**src/rtl/core/uemf_pkg.sv**
```systemverilog
package uemf_pkg;

    localparam int SEL_W  = 3;
    localparam int TIME_W = 20;
    localparam int CM_W   = 15;
    localparam int HIST_N = 3;

    localparam int NUM_SENSORS_DEF = 5;
    localparam int QUEUE_DEPTH_DEF = 4;

    // t / 58 == floor(floor(t / 29) / 2); estimate by reciprocal, fix by one compare
    localparam int CM_DIVISOR = 58;
    localparam int DIV_MUL    = 1157049;   // floor(2^26 / 58)
    localparam int DIV_SHIFT  = 26;
    localparam int DIV_PROD_W = 41;

    // sum / 3, exact for sum < 2^17
    localparam int SUM_W       = 17;
    localparam int MEAN_MUL    = 87382;    // ceil(2^18 / 3)
    localparam int MEAN_SHIFT  = 18;
    localparam int MEAN_PROD_W = 35;

    localparam logic FILTER_MEDIAN  = 1'b0;
    localparam logic FILTER_NEAREST = 1'b1;

    typedef struct packed {
        logic            in_range;
        logic [SEL_W-1:0] sel;
        logic [CM_W-1:0]  raw;
    } t_item;

endpackage

```
**src/rtl/core/ultrasonic_echo_median_filter_unit.sv**
```systemverilog
// Per-sensor echo distance filter. Each input beat carries a sensor index and an
// echo pulse width in microseconds; each output beat carries the raw distance
// floor(t/58) cm and a filtered distance from that sensor's last three readings
// (median in mode 0, the reading nearest the truncated mean in mode 1, newer
// reading wins a tie). Histories reset to zero and those zeros count as readings.
// A sensor index at or above NUM_SENSORS leaves all histories alone and returns
// the raw value as the filtered one. Sustained rate is one beat per clock while
// the output accepts; an accepted beat passes six register stages on its way out
// (two conversion stages, the queue, history update, median/mean stage and the
// selection stage, the output register). The front converter and the back filter
// are split by a small queue so either side may stall. Write i_cfg_we only while
// no beats are in flight.
module ultrasonic_echo_median_filter_unit #(
    parameter int NUM_SENSORS = uemf_pkg::NUM_SENSORS_DEF,
    parameter int QUEUE_DEPTH = uemf_pkg::QUEUE_DEPTH_DEF
) (
    input  logic        i_clk,
    input  logic        i_rst_n,
    // config: filter_mode
    input  logic        i_cfg_we,
    input  logic        i_cfg_wdata,
    // input stream
    input  logic        i_s_axis_tvalid,
    output logic        o_s_axis_tready,
    input  logic [23:0] i_s_axis_tdata,   // [2:0] sensor_index, [22:3] echo_time_us, [23] zero
    // output stream
    output logic        o_m_axis_tvalid,
    input  logic        i_m_axis_tready,
    output logic [31:0] o_m_axis_tdata    // [14:0] filtered_cm, [29:15] raw_cm, [31:30] zero
);
    import uemf_pkg::*;

    logic r_mode;

    // front -> queue
    logic  f_valid;
    logic  f_ready;
    t_item f_item;
    // queue -> back
    logic  q_valid;
    logic  q_pop;
    t_item q_item;

    logic [CM_W-1:0] filt_cm;
    logic [CM_W-1:0] raw_cm;

    always_ff @(posedge i_clk) begin
        if (!i_rst_n) begin
            r_mode <= FILTER_MEDIAN;
        end else if (i_cfg_we) begin
            r_mode <= i_cfg_wdata;
        end
    end

    // converts time to cm and flags whether the sensor has a history
    uemf_front #(
        .NUM_SENSORS (NUM_SENSORS)
    ) u_front (
        .i_clk   (i_clk),
        .i_rst_n (i_rst_n),
        .i_valid (i_s_axis_tvalid),
        .o_ready (o_s_axis_tready),
        .i_sel   (i_s_axis_tdata[SEL_W-1:0]),
        .i_time  (i_s_axis_tdata[SEL_W + TIME_W - 1:SEL_W]),
        .o_valid (f_valid),
        .i_ready (f_ready),
        .o_item  (f_item)
    );

    uemf_queue #(
        .DEPTH (QUEUE_DEPTH)
    ) u_queue (
        .i_clk      (i_clk),
        .i_rst_n    (i_rst_n),
        .i_wr_valid (f_valid),
        .o_wr_ready (f_ready),
        .i_wr_item  (f_item),
        .o_rd_valid (q_valid),
        .i_rd_en    (q_pop),
        .o_rd_item  (q_item)
    );

    // history update and filtering, output register at its end
    uemf_back #(
        .NUM_SENSORS (NUM_SENSORS)
    ) u_back (
        .i_clk      (i_clk),
        .i_rst_n    (i_rst_n),
        .i_mode     (r_mode),
        .i_valid    (q_valid),
        .o_pop      (q_pop),
        .i_item     (q_item),
        .o_valid    (o_m_axis_tvalid),
        .i_ready    (i_m_axis_tready),
        .o_filtered (filt_cm),
        .o_raw      (raw_cm)
    );

    assign o_m_axis_tdata = {2'b00, raw_cm, filt_cm};

endmodule

```
**src/rtl/core/uemf_front.sv**
```systemverilog
module uemf_front #(
    parameter int NUM_SENSORS = 5
) (
    input  logic                           i_clk,
    input  logic                           i_rst_n,
    input  logic                           i_valid,
    output logic                           o_ready,
    input  logic [uemf_pkg::SEL_W-1:0]     i_sel,
    input  logic [uemf_pkg::TIME_W-1:0]    i_time,
    output logic                           o_valid,
    input  logic                           i_ready,
    output uemf_pkg::t_item                o_item
);
    import uemf_pkg::*;

    // stage A: reciprocal estimate
    logic                  r_a_valid;
    logic [SEL_W-1:0]      r_a_sel;
    logic [TIME_W-1:0]     r_a_time;
    logic [CM_W-1:0]       r_a_q0;
    // stage B: corrected quotient, classified
    logic                  r_b_valid;
    t_item                 r_b_item;

    logic                  a_ready;
    logic                  b_ready;
    logic [DIV_PROD_W-1:0] prod;
    logic [TIME_W:0]       rem;
    logic [CM_W-1:0]       q_fix;

    assign b_ready = !r_b_valid || i_ready;
    assign a_ready = !r_a_valid || b_ready;
    assign o_ready = a_ready;

    assign prod  = DIV_PROD_W'(i_time) * DIV_PROD_W'(DIV_MUL);
    assign rem   = {1'b0, r_a_time} - ((TIME_W + 1)'(r_a_q0) * (TIME_W + 1)'(CM_DIVISOR));
    assign q_fix = r_a_q0 + CM_W'(rem >= (TIME_W + 1)'(CM_DIVISOR));

    always_ff @(posedge i_clk) begin
        if (!i_rst_n) begin
            r_a_valid <= 1'b0;
            r_b_valid <= 1'b0;
        end else begin
            if (a_ready) begin
                r_a_valid <= i_valid;
            end
            if (b_ready) begin
                r_b_valid <= r_a_valid;
            end
        end
    end

    always_ff @(posedge i_clk) begin
        if (a_ready && i_valid) begin
            r_a_sel  <= i_sel;
            r_a_time <= i_time;
            r_a_q0   <= prod[DIV_SHIFT + CM_W - 1:DIV_SHIFT];
        end
        if (b_ready && r_a_valid) begin
            r_b_item.in_range <= (32'(r_a_sel) < 32'(NUM_SENSORS));
            r_b_item.sel      <= r_a_sel;
            r_b_item.raw      <= q_fix;
        end
    end

    assign o_valid = r_b_valid;
    assign o_item  = r_b_item;

endmodule

```
**src/rtl/core/uemf_queue.sv**
```systemverilog
module uemf_queue #(
    parameter int DEPTH = 4
) (
    input  logic            i_clk,
    input  logic            i_rst_n,
    input  logic            i_wr_valid,
    output logic            o_wr_ready,
    input  uemf_pkg::t_item i_wr_item,
    output logic            o_rd_valid,
    input  logic            i_rd_en,
    output uemf_pkg::t_item o_rd_item
);
    import uemf_pkg::*;

    localparam int PTR_W = (DEPTH > 1) ? $clog2(DEPTH) : 1;
    localparam int CNT_W = $clog2(DEPTH + 1);

    t_item            r_mem [DEPTH];
    logic [PTR_W-1:0] r_wr_ptr;
    logic [PTR_W-1:0] r_rd_ptr;
    logic [CNT_W-1:0] r_count;

    logic push;
    logic pop;

    assign o_wr_ready = (r_count != CNT_W'(DEPTH));
    assign o_rd_valid = (r_count != '0);
    assign push       = i_wr_valid && o_wr_ready;
    assign pop        = i_rd_en && o_rd_valid;
    assign o_rd_item  = r_mem[r_rd_ptr];

    always_ff @(posedge i_clk) begin
        if (!i_rst_n) begin
            r_wr_ptr <= '0;
            r_rd_ptr <= '0;
            r_count  <= '0;
        end else begin
            if (push) begin
                r_wr_ptr <= (r_wr_ptr == PTR_W'(DEPTH - 1)) ? '0 : r_wr_ptr + 1'b1;
            end
            if (pop) begin
                r_rd_ptr <= (r_rd_ptr == PTR_W'(DEPTH - 1)) ? '0 : r_rd_ptr + 1'b1;
            end
            if (push && !pop) begin
                r_count <= r_count + 1'b1;
            end else if (pop && !push) begin
                r_count <= r_count - 1'b1;
            end
        end
    end

    always_ff @(posedge i_clk) begin
        if (push) begin
            r_mem[r_wr_ptr] <= i_wr_item;
        end
    end

endmodule

```
**src/rtl/core/uemf_back.sv**
```systemverilog
module uemf_back #(
    parameter int NUM_SENSORS = 5
) (
    input  logic                       i_clk,
    input  logic                       i_rst_n,
    input  logic                       i_mode,
    input  logic                       i_valid,
    output logic                       o_pop,
    input  uemf_pkg::t_item            i_item,
    output logic                       o_valid,
    input  logic                       i_ready,
    output logic [uemf_pkg::CM_W-1:0]  o_filtered,
    output logic [uemf_pkg::CM_W-1:0]  o_raw
);
    import uemf_pkg::*;

    localparam int IDX_W = (NUM_SENSORS > 1) ? $clog2(NUM_SENSORS) : 1;

    logic [CM_W-1:0] r_hist [NUM_SENSORS][HIST_N];

    // stage C: history update
    logic            r_c_valid;
    logic            r_c_in;
    logic [CM_W-1:0] r_c_raw;
    logic [CM_W-1:0] r_c_h [HIST_N];
    // stage D: median and mean
    logic            r_d_valid;
    logic            r_d_in;
    logic [CM_W-1:0] r_d_raw;
    logic [CM_W-1:0] r_d_h [HIST_N];
    logic [CM_W-1:0] r_d_med;
    logic [CM_W-1:0] r_d_mean;
    // stage E: output register
    logic            r_e_valid;
    logic [CM_W-1:0] r_e_filt;
    logic [CM_W-1:0] r_e_raw;

    logic             c_ready;
    logic             d_ready;
    logic             e_ready;
    logic             pop;
    logic [IDX_W-1:0] idx;

    logic [SUM_W-1:0]       sum;
    logic [MEAN_PROD_W-1:0] mean_prod;
    logic [CM_W-1:0]        mn_ab;
    logic [CM_W-1:0]        mx_ab;
    logic [CM_W-1:0]        mn_mx_c;
    logic [CM_W-1:0]        med;

    logic [CM_W-1:0] diff [HIST_N];
    logic [CM_W-1:0] pick1;
    logic [CM_W-1:0] dpick1;
    logic [CM_W-1:0] pick;
    logic [CM_W-1:0] filt;

    assign e_ready = !r_e_valid || i_ready;
    assign d_ready = !r_d_valid || e_ready;
    assign c_ready = !r_c_valid || d_ready;
    assign pop     = i_valid && c_ready;
    assign o_pop   = pop;
    assign idx     = IDX_W'(i_item.sel);

    always_ff @(posedge i_clk) begin
        if (!i_rst_n) begin
            for (int s = 0; s < NUM_SENSORS; s++) begin
                for (int k = 0; k < HIST_N; k++) begin
                    r_hist[s][k] <= '0;
                end
            end
        end else if (pop && i_item.in_range) begin
            r_hist[idx][0] <= i_item.raw;
            r_hist[idx][1] <= r_hist[idx][0];
            r_hist[idx][2] <= r_hist[idx][1];
        end
    end

    // stage D math
    assign sum       = SUM_W'(r_c_h[0]) + SUM_W'(r_c_h[1]) + SUM_W'(r_c_h[2]);
    assign mean_prod = MEAN_PROD_W'(sum) * MEAN_PROD_W'(MEAN_MUL);
    assign mn_ab     = (r_c_h[0] < r_c_h[1]) ? r_c_h[0] : r_c_h[1];
    assign mx_ab     = (r_c_h[0] > r_c_h[1]) ? r_c_h[0] : r_c_h[1];
    assign mn_mx_c   = (mx_ab < r_c_h[2]) ? mx_ab : r_c_h[2];
    assign med       = (mn_ab > mn_mx_c) ? mn_ab : mn_mx_c;

    // stage E math: nearest to mean, strict compare so newer entry wins ties
    always_comb begin
        for (int k = 0; k < HIST_N; k++) begin
            diff[k] = (r_d_h[k] > r_d_mean) ? r_d_h[k] - r_d_mean : r_d_mean - r_d_h[k];
        end
        if (diff[0] > diff[1]) begin
            pick1  = r_d_h[1];
            dpick1 = diff[1];
        end else begin
            pick1  = r_d_h[0];
            dpick1 = diff[0];
        end
        pick = (dpick1 > diff[2]) ? r_d_h[2] : pick1;
        if (!r_d_in) begin
            filt = r_d_raw;
        end else if (i_mode == FILTER_NEAREST) begin
            filt = pick;
        end else begin
            filt = r_d_med;
        end
    end

    always_ff @(posedge i_clk) begin
        if (!i_rst_n) begin
            r_c_valid <= 1'b0;
            r_d_valid <= 1'b0;
            r_e_valid <= 1'b0;
        end else begin
            if (c_ready) begin
                r_c_valid <= i_valid;
            end
            if (d_ready) begin
                r_d_valid <= r_c_valid;
            end
            if (e_ready) begin
                r_e_valid <= r_d_valid;
            end
        end
    end

    always_ff @(posedge i_clk) begin
        if (pop) begin
            r_c_in  <= i_item.in_range;
            r_c_raw <= i_item.raw;
            r_c_h[0] <= i_item.raw;
            r_c_h[1] <= r_hist[idx][0];
            r_c_h[2] <= r_hist[idx][1];
        end
        if (d_ready && r_c_valid) begin
            r_d_in   <= r_c_in;
            r_d_raw  <= r_c_raw;
            r_d_h    <= r_c_h;
            r_d_med  <= med;
            r_d_mean <= mean_prod[MEAN_SHIFT + CM_W - 1:MEAN_SHIFT];
        end
        if (e_ready && r_d_valid) begin
            r_e_filt <= filt;
            r_e_raw  <= r_d_raw;
        end
    end

    assign o_valid    = r_e_valid;
    assign o_filtered = r_e_filt;
    assign o_raw      = r_e_raw;

endmodule
```
**config.mk**
```make
export PLATFORM = sky130hd
export DESIGN_NAME = ultrasonic_echo_median_filter_unit
export DESIGN_NICKNAME = d
export VERILOG_FILES = /design/src/rtl/core/uemf_pkg.sv /design/src/rtl/core/ultrasonic_echo_median_filter_unit.sv /design/src/rtl/core/uemf_front.sv /design/src/rtl/core/uemf_queue.sv /design/src/rtl/core/uemf_back.sv
export SDC_FILE = /design/constraint.sdc
export NUM_CORES = 2
export LEC_CHECK = 0
export BUFFER_PORTS_ARGS = -buffer_cell sky130_fd_sc_hd__clkbuf_2
export CAP_MARGIN = 20
export CORE_AREA = 2 2 291 293
export DETAILED_ROUTE_END_ITERATION = 16
export DIE_AREA = 0 0 293 295
export PLACE_DENSITY = 0.66
export SKIP_CTS_REPAIR_TIMING = 1
export SYNTH_ARGS = -nofsm -noshare
export SYNTH_HDL_FRONTEND = slang
export SYNTH_SLANG_ARGS = --single-unit
```
**constraint.sdc**
```tcl
create_clock -name i_clk -period 22.3 [get_ports i_clk]
set_input_delay 4.46 -clock i_clk [delete_from_list [all_inputs] [get_ports i_clk]]
set_output_delay 4.46 -clock i_clk [all_outputs]
set_load 0.1 [all_outputs]
```
==> impl_metrics.py <==
metrics = {
    "sta": {
        "min_period_ns": 10.67,
        "rsz0062_at_grt": "false",
        "finalSetupViolations": 0,
        "hold_viol": 0,
        "slew_viol_final": 0,
        "fin_crit_sh_pct": 47.9,
        "worst_pin_slew_ns": 1.03,
        "setup_tns_ns": 0,
        "fin_worst_hold_slack_ns": 0.434,
        "finalClockSkew_ns": 0.0550,
        "clock.fmax_ghz": 0.0937,
        "relSlewSlack_pct": 31.3,
    },
    "yosys": {
        "synth_cell_types": 102,
        "yosysMostFrequentCell": "inv_1",
        "ys_dominant_reg_cell": "edfxtp_1",
        "ys_warn_count": 0,
        "synthAdderAreaFrac_pct": 29.9,
        "syn_inst": 3702,
        "synth_edf_count": 524,
        "synth-simple-area-share_pct": 8.11,
        "synth_top_area_share_pct": 36.5,
        "synth_top_family_by_area": "adder cells",
        "synthesis.area_mm2": 0.0431,
        "synthMuxAreaShare_pct": 7.17,
        "synthArstFlopShare_pct": 0,
        "synth_top_area_cell": "edfxtp_1",
        "synth_compound_area_share_pct": 8.42,
        "postSynthAreaPerCell_um2": 11.6,
        "synth_common_cells": "623 x inv_1, 595 x ha_1, 524 x edfxtp_1",
        "ys_ff_latch": 539,
        "synth_area_leaders": "edfxtp_1 37%, ha_1 17%, fa_1 13%",
        "yosysSeqAreaShare_pct": 37.2,
        "synthXorXnorAreaFrac_pct": 2.61,
    },
    "global_routing": {
        "grt_usage_pct": 24.4,
        "grt_pass1_vias": 27736,
        "grt_start_max_net_pins": 79,
        "grt_pass1_wl_um": 161000,
        "overflow": 0,
        "antenna_found_initial": 1,
    },
    "detailed_routing": {
        "postRouteAntennaNets": 0,
        "vias": 27884,
        "drc": 0,
        "finalWirelength_um": 104000,
        "first_pass_iters": 5,
        "wl_per_cell_um": 21.3,
        "vias_per_cell": 5.72,
        "drt_iter0_markers": 2225,
    },
    "min_path": {
        "hp-start": "u_back.r_c_in",
        "hold_class": "flop to flop",
        "hold_path_depth": 0,
    },
    "worst_setup_path": {
        "critPathLaunchType": "primary input",
        "crit_required_ns": 22.70,
        "cp-startpoint": "i_s_axis_tdata[14]",
        "critical_path_class": "primary input to flop",
        "ff2ff_path_depth": 32,
        "crit_arrival_ns": 11.07,
        "r2r_slack_ns": 12.47,
        "crit_end": "u_front.r_a_q0[14]",
        "timing.rr.end": "u_back.r_d_mean[14]",
        "worstPathMaxFanout": 9,
        "r2r_start": "u_back.r_c_raw[0]",
        "end_kind": "flop",
    },
    "die": {
        "dieHeight_um": 295,
        "rows": 106,
        "start_util_pct": 51.8,
        "io_pins": 64,
        "die_w_um": 293,
        "dieArea_mm2": 0.0864,
        "core_area_mm2": 0.0832,
    },
    "place": {
        "dp_hpwl_um": 79900,
        "io_buffer_count": 60,
        "gp_congestion": 0.961,
    },
    "clock_tree": {
        "cts_buffer_depth": 3,
        "htreeDepth": 2,
        "clock_latency_ns": 0.65,
        "cts_buffers": 55,
        "cts.sinks": 539,
        "cts-root-buf": "clkbuf_16",
        "cts_tree": "built",
        "clkTransAtPathRegs_ns": 0.06,
    },
    "layout": {
        "area_growth_pct": 7.59,
        "drive_gt1_share_pct": 9.09,
        "layout.nets": 4645,
    },
    "outcome": {
        "status": "finished, final reports clean",
    },
    "flow_run": {
        "cap_violations": 0,
    },
}
## through the flow
step | cell area [um^2] | utilization [%] | instances | setup slack (ns)
final | 46400 | 55.8 | 4876 | 11.63
after global routing | 46400 | 55.8 | 4875 | 11.43
after CTS | 46400 | 55.7 | 4873 | 11.63
after detailed placement | 44500 | 53.5 | 4769 | 10.95
after global placement | 44500 | 53.5 | 4769 | 10.98
after floorplan | 43100 | - | 3703 | 12.07
## how the worst min path moves through the flow
stage / end / slack, ns
final: u_back.r_d_in / 0.43
after floorplan: u_back.r_d_in / 0.40
after global placement: u_back.r_d_in / 0.42
after detailed placement: u_back.r_d_in / 0.42
after global routing: u_back.r_d_in / 0.45
after CTS: u_back.r_d_in / 0.44
## final cells by class
class                      instances  area, um^2
timing repair buffer              87         507
inverter                         624        2340
multi-input combinational       2441       24300
tap                             1080        1350
antenna                            1        2.50
sequential                       539       16000
clock inverter                    43         437
fill                            7026       36800
clock buffer                      61        1400
## critical path, cell delays in order
cell and delay (ns):
clkbuf_2 0.27, fa_1 0.64, fa_1 0.55, fa_1 0.55, inv_1 0.05, fa_1 0.45
fa_1 0.50, inv_1 0.05, fa_1 0.49, fa_1 0.42, ha_1 0.30, nand3_1 0.15
a2111o_1 0.38, a21oi_1 0.24, a211oi_1 0.17, nand4b_1 0.33, o211a_1 0.33, o311ai_1 0.43
a21oi_1 0.15, xnor2_1 0.14
## sequential cells by signal, summed over array words and instances, names as in the netlist, 19 cells and up, named ones only
register / flops
u_queue.r_mem: 76
u_front.o_item: 19
u_front.r_a_time: 19
u_back.r_c_h: 30
u_back.r_hist: 240
u_back.r_d_h: 30
## metal layers
metal / up-vias / wire length (um) / global-route usage [%]
met3: 139 / 5920 / 3.19
met5: - / 0 / 0
met1: 13794 / 46200 / 34.6
li1: 13145 / - / -
met2: 806 / 48700 / 39.5
met4: 0 / 2880 / 6.73
## cell families after synthesis
kind of cell	count (synthesis)
compound gates	534
xor+xnor	127
fa+ha+maj	867
buf+inv	723
flops	539
mux	206
other cells	1
simple gates	705
## cell usage in the layout (no fill, tap or decap), drive strengths merged, types with 8 or more instances in the layout
cell type / instances
nand2: 125
or3: 13
o21ai: 103
nor2b: 42
a21o: 56
nand3b: 8
mux2: 33
xor2: 46
inv: 627
o21bai: 16
mux2i: 94
o21a: 27
clkbuf: 121
or2: 8
a31oi: 13
o211ai: 16
nand2b: 22
edfxtp: 524
buf: 27
clkinv: 29
o22ai: 17
xnor2: 80
o31ai: 13
nand3: 59
a21boi: 13
nor2: 203
and3: 30
mux4: 79
nand4: 27
fa: 272
a211oi: 36
dfxtp: 15
ha: 595
a31o: 8
a21oi: 143
and2: 19
nor3: 114
Power is left out: the tool's default activity adds up to more than one toggle a clock period on the data nets, which glitch-free logic cannot reach.
